`src/assert_macros.svh`:
```
// Assertion macros used by multi_resource_fit_check_core.
`ifndef ASSERT_MACROS_SVH
`define ASSERT_MACROS_SVH

// Property checked on every rising clock edge, switched off while reset is low.
`define ASSERT_CLK(label, clk, rst_n, prop, msg) \
    label: assert property (@(posedge clk) disable iff (!rst_n) prop) else $error(msg);

// Condition that must never be seen outside reset.
`define ASSERT_NEVER(label, clk, rst_n, expr, msg) \
    `ASSERT_CLK(label, clk, rst_n, !(expr), msg)

`endif

```
`src/mrfc_pkg.sv`:
```
// Constants shared by the multi-resource fit check.
`default_nettype none

package mrfc_pkg;

    localparam int AMOUNT_BITS_DEF = 31;
    localparam int COUNT_BITS_DEF  = 16;

    localparam int REM_BITS    = 48;
    localparam int FITS_BITS   = 16;
    localparam int STATUS_BITS = 3;
    localparam int MODE_BITS   = 2;

    // item kinds, carried in s_tuser
    localparam logic [MODE_BITS-1:0] MODE_LOAD     = 2'd0;
    localparam logic [MODE_BITS-1:0] MODE_OCCUPANT = 2'd1;
    localparam logic [MODE_BITS-1:0] MODE_QUERY    = 2'd2;

    // configuration register indexes
    localparam int CFG_IDX_BITS  = 1;
    localparam int CFG_DATA_BITS = 3;
    localparam logic [CFG_IDX_BITS-1:0] CFG_FILTER = 1'd0;
    localparam logic [CFG_IDX_BITS-1:0] CFG_STATUS = 1'd1;

    // result packing: fits, can_send, three remaining amounts
    localparam int OUT_RAW_BITS = FITS_BITS + 1 + 3 * REM_BITS;
    localparam int OUT_BITS     = ((OUT_RAW_BITS + 7) / 8) * 8;
    localparam int OUT_PAD_BITS = OUT_BITS - OUT_RAW_BITS;

endpackage

`default_nettype wire

```
`src/multi_resource_fit_check_core.sv`:
```
// Multi-resource fit check: sequencer around one shared add/subtract unit.
//
//  channel   | direction | payload
//  ----------+-----------+------------------------------------------------------
//  s_ (item) | in        | tuser: mode; tdata: amounts, count, status, linked
//  m_ (res)  | out       | tdata: fits_count, can_send, remaining x3
//  cfg       | in        | cfg_we, cfg_addr, cfg_wdata (write only)
//
// A load only stores the amounts; a negative remaining amount on a query, a filtered-out
// occupant or an unused mode also goes straight to the output stage. Multiply is shift-add
// over the count, divide is restoring, one bit per cycle and one dimension at a time
// through the shared unit.
// s_tready is high only when idle; a result still held in m_tdata stalls only the
// hand-over of the next one. Reset (aresetn low, synchronous) clears amounts and config.
`default_nettype none
`include "assert_macros.svh"

module multi_resource_fit_check_core #(
    parameter int AMOUNT_BITS = mrfc_pkg::AMOUNT_BITS_DEF,
    parameter int COUNT_BITS  = mrfc_pkg::COUNT_BITS_DEF
) (
    input  wire logic aclk,
    input  wire logic aresetn,

    input  wire logic s_tvalid,
    output logic      s_tready,
    // mode
    input  wire logic [mrfc_pkg::MODE_BITS-1:0] s_tuser,
    // disc_amount, mem_amount, proc_amount, item_count, task_status, linked, zero pad
    input  wire logic [((3*AMOUNT_BITS+COUNT_BITS+mrfc_pkg::STATUS_BITS+1+7)/8)*8-1:0] s_tdata,

    output logic      m_tvalid,
    input  wire logic m_tready,
    // fits_count, can_send, remaining_disc, remaining_mem, remaining_proc, zero pad
    output logic [mrfc_pkg::OUT_BITS-1:0] m_tdata,

    input  wire logic                             cfg_we,
    input  wire logic [mrfc_pkg::CFG_IDX_BITS-1:0]  cfg_addr,
    input  wire logic [mrfc_pkg::CFG_DATA_BITS-1:0] cfg_wdata
);
    import mrfc_pkg::*;

    localparam int A  = AMOUNT_BITS;
    localparam int C  = COUNT_BITS;
    localparam int RB = REM_BITS;
    localparam int PW = RB + 1;                       // product, capped at 2**48
    localparam int DW = A + C;                        // divisor shifted up by C
    localparam int AW = ((DW > RB + 3) ? DW : RB + 3) + 1;
    localparam int SW = $clog2(C + 1);
    localparam int EW = FITS_BITS + C;

    localparam int OFS_MEM  = A;
    localparam int OFS_PROC = 2 * A;
    localparam int OFS_CNT  = 3 * A;
    localparam int OFS_ST   = 3 * A + C;
    localparam int OFS_LK   = 3 * A + C + STATUS_BITS;

    localparam logic [PW-1:0]        PROD_CAP  = {1'b1, {RB{1'b0}}};
    localparam logic signed [AW-1:0] REM_MIN_W = {{(AW-RB+1){1'b1}}, {(RB-1){1'b0}}};
    localparam logic [1:0]           DIM_LAST  = 2'd2;

    typedef enum logic [2:0] {
        ST_IDLE,
        ST_MUL,
        ST_SUB,
        ST_DIVSET,
        ST_DIV,
        ST_MIN,
        ST_OUT
    } state_t;

    state_t state_reg, state_next;

    logic                 filter_reg, filter_next;
    logic [STATUS_BITS-1:0] match_reg, match_next;

    logic signed [RB-1:0] rem_reg  [3];
    logic signed [RB-1:0] rem_next [3];
    logic [A-1:0]         need_reg  [3];
    logic [A-1:0]         need_next [3];

    logic [1:0]           dim_reg,  dim_next;
    logic [SW-1:0]        step_reg, step_next;
    logic [PW-1:0]        acc_reg,  acc_next;
    logic [C-1:0]         mcnt_reg, mcnt_next;
    logic [RB-1:0]        rdiv_reg, rdiv_next;
    logic [DW-1:0]        dsr_reg,  dsr_next;
    logic [C:0]           quo_reg,  quo_next;
    logic [C-1:0]         fits_reg, fits_next;
    logic [C-1:0]         cnt_reg,  cnt_next;
    logic                 lk_reg,   lk_next;
    logic [MODE_BITS-1:0] mode_reg, mode_next;

    logic                 m_tvalid_reg, m_tvalid_next;
    logic [OUT_BITS-1:0]  m_tdata_reg,  m_tdata_next;

    // shared unit
    logic [AW-1:0] unit_a, unit_b, unit_sum;
    logic          unit_sub;

    logic [EW-1:0] fits_ext;
    logic          send;

    assign s_tready = (state_reg == ST_IDLE);
    assign m_tvalid = m_tvalid_reg;
    assign m_tdata  = m_tdata_reg;

    always_comb begin
        unit_a   = '0;
        unit_b   = '0;
        unit_sub = 1'b0;
        case (state_reg)
            ST_MUL: begin
                unit_a = AW'({acc_reg, 1'b0});
                unit_b = mcnt_reg[C-1] ? AW'(need_reg[dim_reg]) : '0;
            end
            ST_SUB: begin
                unit_a   = {{(AW-RB){rem_reg[dim_reg][RB-1]}}, rem_reg[dim_reg]};
                unit_b   = AW'(acc_reg);
                unit_sub = 1'b1;
            end
            ST_DIV: begin
                unit_a   = AW'(rdiv_reg);
                unit_b   = AW'(dsr_reg);
                unit_sub = 1'b1;
            end
            default: begin
                unit_a = '0;
            end
        endcase
        unit_sum = unit_a + (unit_b ^ {AW{unit_sub}}) + AW'(unit_sub);
    end

    assign fits_ext = {{FITS_BITS{1'b0}}, fits_reg};
    assign send     = (mode_reg == MODE_QUERY) &&
                      (lk_reg ? (fits_reg == cnt_reg) : (fits_reg != '0));

    always_comb begin
        state_next    = state_reg;
        filter_next   = filter_reg;
        match_next    = match_reg;
        dim_next      = dim_reg;
        step_next     = step_reg;
        acc_next      = acc_reg;
        mcnt_next     = mcnt_reg;
        rdiv_next     = rdiv_reg;
        dsr_next      = dsr_reg;
        quo_next      = quo_reg;
        fits_next     = fits_reg;
        cnt_next      = cnt_reg;
        lk_next       = lk_reg;
        mode_next     = mode_reg;
        m_tvalid_next = m_tvalid_reg;
        m_tdata_next  = m_tdata_reg;
        for (int i = 0; i < 3; i++) begin
            rem_next[i]  = rem_reg[i];
            need_next[i] = need_reg[i];
        end

        if (m_tvalid_reg && m_tready) begin
            m_tvalid_next = 1'b0;
        end

        if (cfg_we) begin
            case (cfg_addr)
                CFG_FILTER: filter_next = cfg_wdata[0];
                CFG_STATUS: match_next  = cfg_wdata;
                default:    filter_next = filter_reg;
            endcase
        end

        case (state_reg)
            ST_IDLE: begin
                if (s_tvalid) begin
                    need_next[0] = s_tdata[A-1:0];
                    need_next[1] = s_tdata[OFS_MEM+A-1:OFS_MEM];
                    need_next[2] = s_tdata[OFS_PROC+A-1:OFS_PROC];
                    cnt_next     = s_tdata[OFS_CNT+C-1:OFS_CNT];
                    lk_next      = s_tdata[OFS_LK];
                    mode_next    = s_tuser;
                    fits_next    = '0;
                    dim_next     = '0;
                    state_next   = ST_OUT;
                    case (s_tuser)
                        MODE_LOAD: begin
                            rem_next[0] = RB'(s_tdata[A-1:0]);
                            rem_next[1] = RB'(s_tdata[OFS_MEM+A-1:OFS_MEM]);
                            rem_next[2] = RB'(s_tdata[OFS_PROC+A-1:OFS_PROC]);
                        end
                        MODE_OCCUPANT: begin
                            if (!filter_reg ||
                                (s_tdata[OFS_ST+STATUS_BITS-1:OFS_ST] == match_reg)) begin
                                acc_next   = '0;
                                mcnt_next  = s_tdata[OFS_CNT+C-1:OFS_CNT];
                                step_next  = SW'(C - 1);
                                state_next = ST_MUL;
                            end
                        end
                        MODE_QUERY: begin
                            // any negative remaining amount leaves fits at zero
                            if (!rem_reg[0][RB-1] && !rem_reg[1][RB-1] && !rem_reg[2][RB-1]) begin
                                fits_next  = s_tdata[OFS_CNT+C-1:OFS_CNT];
                                state_next = ST_DIVSET;
                            end
                        end
                        default: begin
                            state_next = ST_OUT;
                        end
                    endcase
                end
            end

            ST_MUL: begin
                // once past the cap the product stays pinned there
                acc_next  = (unit_sum > AW'(PROD_CAP)) ? PROD_CAP : unit_sum[PW-1:0];
                mcnt_next = {mcnt_reg[C-2:0], 1'b0};
                if (step_reg == '0) begin
                    state_next = ST_SUB;
                end else begin
                    step_next = step_reg - 1'b1;
                end
            end

            ST_SUB: begin
                rem_next[dim_reg] = ($signed(unit_sum) < REM_MIN_W) ?
                                    REM_MIN_W[RB-1:0] : unit_sum[RB-1:0];
                if (dim_reg == DIM_LAST) begin
                    state_next = ST_OUT;
                end else begin
                    dim_next   = dim_reg + 1'b1;
                    acc_next   = '0;
                    mcnt_next  = cnt_reg;
                    step_next  = SW'(C - 1);
                    state_next = ST_MUL;
                end
            end

            ST_DIVSET: begin
                rdiv_next  = rem_reg[dim_reg];
                dsr_next   = {need_reg[dim_reg], {C{1'b0}}};
                quo_next   = '0;
                step_next  = SW'(C);
                state_next = ST_DIV;
            end

            ST_DIV: begin
                // top quotient bit flags a quotient of 2**C or more; a zero need ends there too
                if (!unit_sum[AW-1]) begin
                    rdiv_next = unit_sum[RB-1:0];
                end
                quo_next = {quo_reg[C-1:0], !unit_sum[AW-1]};
                dsr_next = dsr_reg >> 1;
                if (step_reg == '0) begin
                    state_next = ST_MIN;
                end else begin
                    step_next = step_reg - 1'b1;
                end
            end

            ST_MIN: begin
                if (!quo_reg[C] && (quo_reg[C-1:0] < fits_reg)) begin
                    fits_next = quo_reg[C-1:0];
                end
                if (dim_reg == DIM_LAST) begin
                    state_next = ST_OUT;
                end else begin
                    dim_next   = dim_reg + 1'b1;
                    state_next = ST_DIVSET;
                end
            end

            ST_OUT: begin
                if (!m_tvalid_reg || m_tready) begin
                    m_tvalid_next = 1'b1;
                    m_tdata_next  = {{OUT_PAD_BITS{1'b0}}, rem_reg[2], rem_reg[1], rem_reg[0],
                                     send, fits_ext[FITS_BITS-1:0]};
                    state_next    = ST_IDLE;
                end
            end

            default: begin
                state_next = ST_IDLE;
            end
        endcase
    end

    always_ff @(posedge aclk) begin
        if (!aresetn) begin
            state_reg    <= ST_IDLE;
            filter_reg   <= 1'b0;
            match_reg    <= '0;
            for (int i = 0; i < 3; i++) begin
                rem_reg[i]  <= '0;
                need_reg[i] <= '0;
            end
            dim_reg      <= '0;
            step_reg     <= '0;
            acc_reg      <= '0;
            mcnt_reg     <= '0;
            rdiv_reg     <= '0;
            dsr_reg      <= '0;
            quo_reg      <= '0;
            fits_reg     <= '0;
            cnt_reg      <= '0;
            lk_reg       <= 1'b0;
            mode_reg     <= '0;
            m_tvalid_reg <= 1'b0;
            m_tdata_reg  <= '0;
        end else begin
            state_reg    <= state_next;
            filter_reg   <= filter_next;
            match_reg    <= match_next;
            for (int i = 0; i < 3; i++) begin
                rem_reg[i]  <= rem_next[i];
                need_reg[i] <= need_next[i];
            end
            dim_reg      <= dim_next;
            step_reg     <= step_next;
            acc_reg      <= acc_next;
            mcnt_reg     <= mcnt_next;
            rdiv_reg     <= rdiv_next;
            dsr_reg      <= dsr_next;
            quo_reg      <= quo_next;
            fits_reg     <= fits_next;
            cnt_reg      <= cnt_next;
            lk_reg       <= lk_next;
            mode_reg     <= mode_next;
            m_tvalid_reg <= m_tvalid_next;
            m_tdata_reg  <= m_tdata_next;
        end
    end

    `ASSERT_CLK(a_busy_after_accept, aclk, aresetn,
                (s_tvalid && s_tready) |=> !s_tready, "ready after accept")
    `ASSERT_NEVER(a_fits_over_count, aclk, aresetn, fits_reg > cnt_reg, "fits above count")
    `ASSERT_NEVER(a_prod_over_cap, aclk, aresetn, acc_reg > PROD_CAP, "product above cap")
    `ASSERT_NEVER(a_step_range, aclk, aresetn, step_reg > SW'(C), "step out of range")

endmodule

`default_nettype wire

```
`config.mk`:
```
export PLATFORM = sky130hd
export DESIGN_NAME = multi_resource_fit_check_core
export DESIGN_NICKNAME = d
export VERILOG_FILES = /design/src/mrfc_pkg.sv /design/src/multi_resource_fit_check_core.sv
export VERILOG_INCLUDE_DIRS = /design/src /design/src/src
export SDC_FILE = /design/constraint.sdc
export NUM_CORES = 2
export LEC_CHECK = 0
export ABC_AREA = 0
export BUFFER_PORTS_ARGS = -buffer_cell sky130_fd_sc_hd__buf_2
export CORE_UTILIZATION = 53
export DETAILED_ROUTE_END_ITERATION = 10
export GPL_TIMING_DRIVEN = 0
export HOLD_SLACK_MARGIN = 0.03
export PLACE_DENSITY = 0.83
export REMOVE_ABC_BUFFERS = 1
export SLEW_MARGIN = 15
export SYNTH_ARGS = -nofsm -noshare
export SYNTH_HDL_FRONTEND = slang
export SYNTH_SLANG_ARGS = --single-unit
export TNS_END_PERCENT = 1
```
`constraint.sdc`:
```
create_clock -name aclk -period 14.1 [get_ports aclk]
set_clock_uncertainty 0.05 [all_clocks]
set_input_delay 2.82 -clock aclk [delete_from_list [all_inputs] [get_ports aclk]]
set_output_delay 2.82 -clock aclk [all_outputs]
set_load 0.05 [all_outputs]
```
==> flow_metrics.py <==
metrics = {
    "hold_path": {
        "worstHoldStart": "m_tdata[102]",
        "holdPathEnd": "m_tdata[102]",
        "min_path_cells": 2,
        "hp-class": "reg2reg",
    },
    "synthesis": {
        "synthArstFlopShare": 0,
        "ys_types": 76,
        "ys_seq_elements": 627,
        "yosysWarnings": 0,
        "synth_area_per_cell_um2": 8.27,
        "synth_enable_flop_cells": 93,
        "yosysSeqAreaShare": 0.442,
        "syn_inst": 3691,
        "synth_area_leader_cell": "dfxtp_1",
        "synth_flop_cell": "dfxtp_1",
        "syn-cell-area_um2": 30500,
        "netlist_top_cells_area": "dfxtp_1, nand2_1, edfxtp_1",
        "synth.top_cell.area_share": 0.350,
    },
    "floorplan": {
        "ios": 301,
        "fp.dieW_um": 242,
        "dieHeight_um": 242,
        "core_area_um2": 56600,
        "start_util": 0.539,
        "die_area_um2": 58600,
        "std_cell_rows": 87,
    },
    "cells_and_area": {
        "stdcell_area_um2": 35200,
        "drive_above_1_share": 0.132,
        "nets": 4000,
        "largest_reg_flops": 161,
        "synthToLayoutAreaGrowth_pct": 15.2,
    },
    "setup_path": {
        "worst_r2r_path_depth": 19,
        "r2r_end": "rem_reg[0][16]",
        "startpoint": "state_reg[1]",
        "start_kind": "flip-flop",
        "critPathCaptureType": "flip-flop",
        "rrSetupSlack_ns": 6.18,
        "worstPathRequired_ns": 14.54,
        "critPathArrivalTime_ns": 8.36,
        "criticalPathCategory": "reg2reg",
        "r2r-start": "state_reg[1]",
        "cp_max_fo": 31,
    },
    "sta": {
        "worstMarginPinSlew_ns": 1.15,
        "period_needed_ns": 7.92,
        "rsz0062_at_grt": "no",
        "hold_ws_ns": 0.398,
        "finalHoldViolCount": 0,
        "finalCritPeriodShare": 0.562,
        "slew_viol_final": 0,
        "setup_viol": 0,
        "setup_ws_ns": 6.18,
        "timing.fmax_mhz": 126,
        "max_slew_margin": 0.236,
    },
    "drt": {
        "vias": 28700,
        "wl_per_cell_um": 20.3,
        "drc_errors": 0,
        "wl_mm": 93.4,
        "ant_nets": 0,
        "viasPerCell": 6.22,
        "drt_iter0_drc": 2945,
        "first_pass_iters": 6,
    },
    "global_routing": {
        "grt_max_degree": 155,
        "overflow": 0,
        "grt_pass1_wl_mm": 148,
        "grt_use_total": 0.310,
        "grt_pass1_vias": 27500,
        "grt_antenna_before_repair": 9,
    },
    "clocking": {
        "post_cts.repair.setup_buffers": 0,
        "h-tree-depth": 3,
        "cts_resized": 0,
        "clkTransAtPathRegs_ns": 0.06,
        "cts_tree": "done",
        "insertion_delay_ns": 0.63,
        "clockRootBuffer": "clkbuf_16",
        "cts_buffers": 68,
        "cts.sinks": 627,
        "cts_buffer_depth": 3,
        "ctsHoldBuffers": 0,
    },
    "place": {
        "place_hpwl_mm": 65.0,
        "portBuffers": 286,
        "post_dp_cell_area_um2": 33000,
        "dp_worst_setup_slack_ns": 6.63,
        "place_congestion": 0.977,
    },
    "power": {
        "leakage_nw": 13.3,
        "power_density_nw_per_um2": 198,
        "ir_drop_mv": 0.122,
    },
    "status": {
        "status": "finished clean",
    },
    "run": {
        "drv_cap": 0,
    },
}
[layout by cell type (no fill, tap or decap), drive strengths merged, types with 25 or more instances in the layout]
cell type | synthesis | final
nor3 | 25 | 25
o221ai | 94 | 94
nand2b | 33 | 33
inv | 45 | 54
o21ai | 218 | 218
ha | 73 | 73
buf | 35 | 342
mux2i | 97 | 97
a211oi | 37 | 37
xnor2 | 27 | 27
dfxtp | 534 | 534
nand2 | 763 | 763
and2 | 25 | 25
a221oi | 52 | 52
clkbuf | 279 | 94
nor2 | 203 | 203
a22oi | 112 | 112
a21oi | 475 | 475
a22o | 42 | 42
and3 | 98 | 98
or3 | 41 | 41
xor2 | 41 | 41
edfxtp | 93 | 93
a311oi | 37 | 37
[cell usage after synthesis, types with 44 or more instances]
| cell | number |
|---|---|
| nand2_1 | 763 |
| dfxtp_1 | 534 |
| a21oi_1 | 475 |
| clkbuf_1 | 279 |
| nor2_1 | 203 |
| o21ai_0 | 196 |
| a22oi_1 | 112 |
| and3_1 | 98 |
| mux2i_1 | 97 |
| o221ai_1 | 94 |
| edfxtp_1 | 93 |
| ha_1 | 73 |
| a221oi_1 | 52 |
| inv_1 | 44 |
[cell type report]
type | count | area [µm²]
clock buffers | 94 | 1950
repair buffers | 342 | 2510
inverters | 45 | 176
well taps | 756 | 946
clock inverters | 30 | 235
flip-flops and latches | 627 | 13500
diodes | 9 | 22.5
multi-input cells | 2711 | 15800
fillers | 4835 | 21400
[cell families (layout without fill, tap and decap cells)]
kind of cell,after synthesis,count (layout),share of synthesized area
AOI/OAI and AO/OA,1178,1178,0.245
xor gates and xnor gates,68,68,0.0195
adders and majority gates,74,74,0.0306
buffers and inverters,359,511,0.0460
DFF,627,627,0.442
muxes,101,101,0.0333
other,1,16,0.000123
and+or+nand+nor,1283,1283,0.184
[how the worst max path moves through the flow]
| stage | slack (ns) | cells past startpoint | to |
|---|---|---|---|
| 4_1_cts | 6.46 | 19 | rem_reg[0][16] |
| 5_1_grt | 5.91 | 19 | rem_reg[2][24] |
| 6_report | 6.18 | 19 | rem_reg[0][16] |
| 3_3_place_gp | -19.23 | 4 | dsr_reg[37] |
| 2_1_floorplan | -4.95 | 16 | rdiv_reg[44] |
| 3_5_place_dp | 6.63 | 19 | rem_reg[2][27] |
[metal layers]
layer	vias to the layer above	global-route usage	part of all wire
met2	1316	0.509	0.47
met3	241	0.0444	0.077
met4	0	0.142	0.041
met1	13700	0.403	0.42
met5	-	0	0
li1	13500	-	-
[report_power, final]
part           internal (mW)  leakage [nW]  switching, mW
Combinational          0.970          6.90           1.90
Sequential              2.12          5.33          0.206
Clock                  0.997          1.06          0.768
[metrics by stage]
| step | power, mW | setup TNS, ns | utilization | cells |
|---|---|---|---|---|
| 6_report | 6.96 | 0 | 0.621 | 4614 |
| 5_1_grt | 7.29 | 0 | 0.621 | 4612 |
| 4_1_cts | 6.91 | 0 | 0.621 | 4605 |
| 3_5_place_dp | 5.14 | 0 | 0.582 | 4481 |
| 3_3_place_gp | 4.93 | -5622.17 | 0.560 | 4425 |
| 2_1_floorplan | 4.13 | -1155.40 | - | 3383 |
[worst max-delay path: stages, from the launching register on]
cell and delay, ns:
dfxtp_1 0.88, nor3b_4 0.81, buf_16 0.24, buf_6 0.21
nor2_2 0.11, inv_1 0.83, a21oi_1 0.09, a221oi_1 0.28
ha_1 0.32, nand4_1 0.21, a2111oi_0 0.61, o211ai_1 0.34
a21oi_1 0.32, nor3_1 0.16, o41ai_1 0.70, xor2_1 0.21
a41oi_4 0.79, buf_16 0.24, nand2b_1 0.22, a21oi_1 0.11
Note: power is estimated with default switching activity, not from simulation.
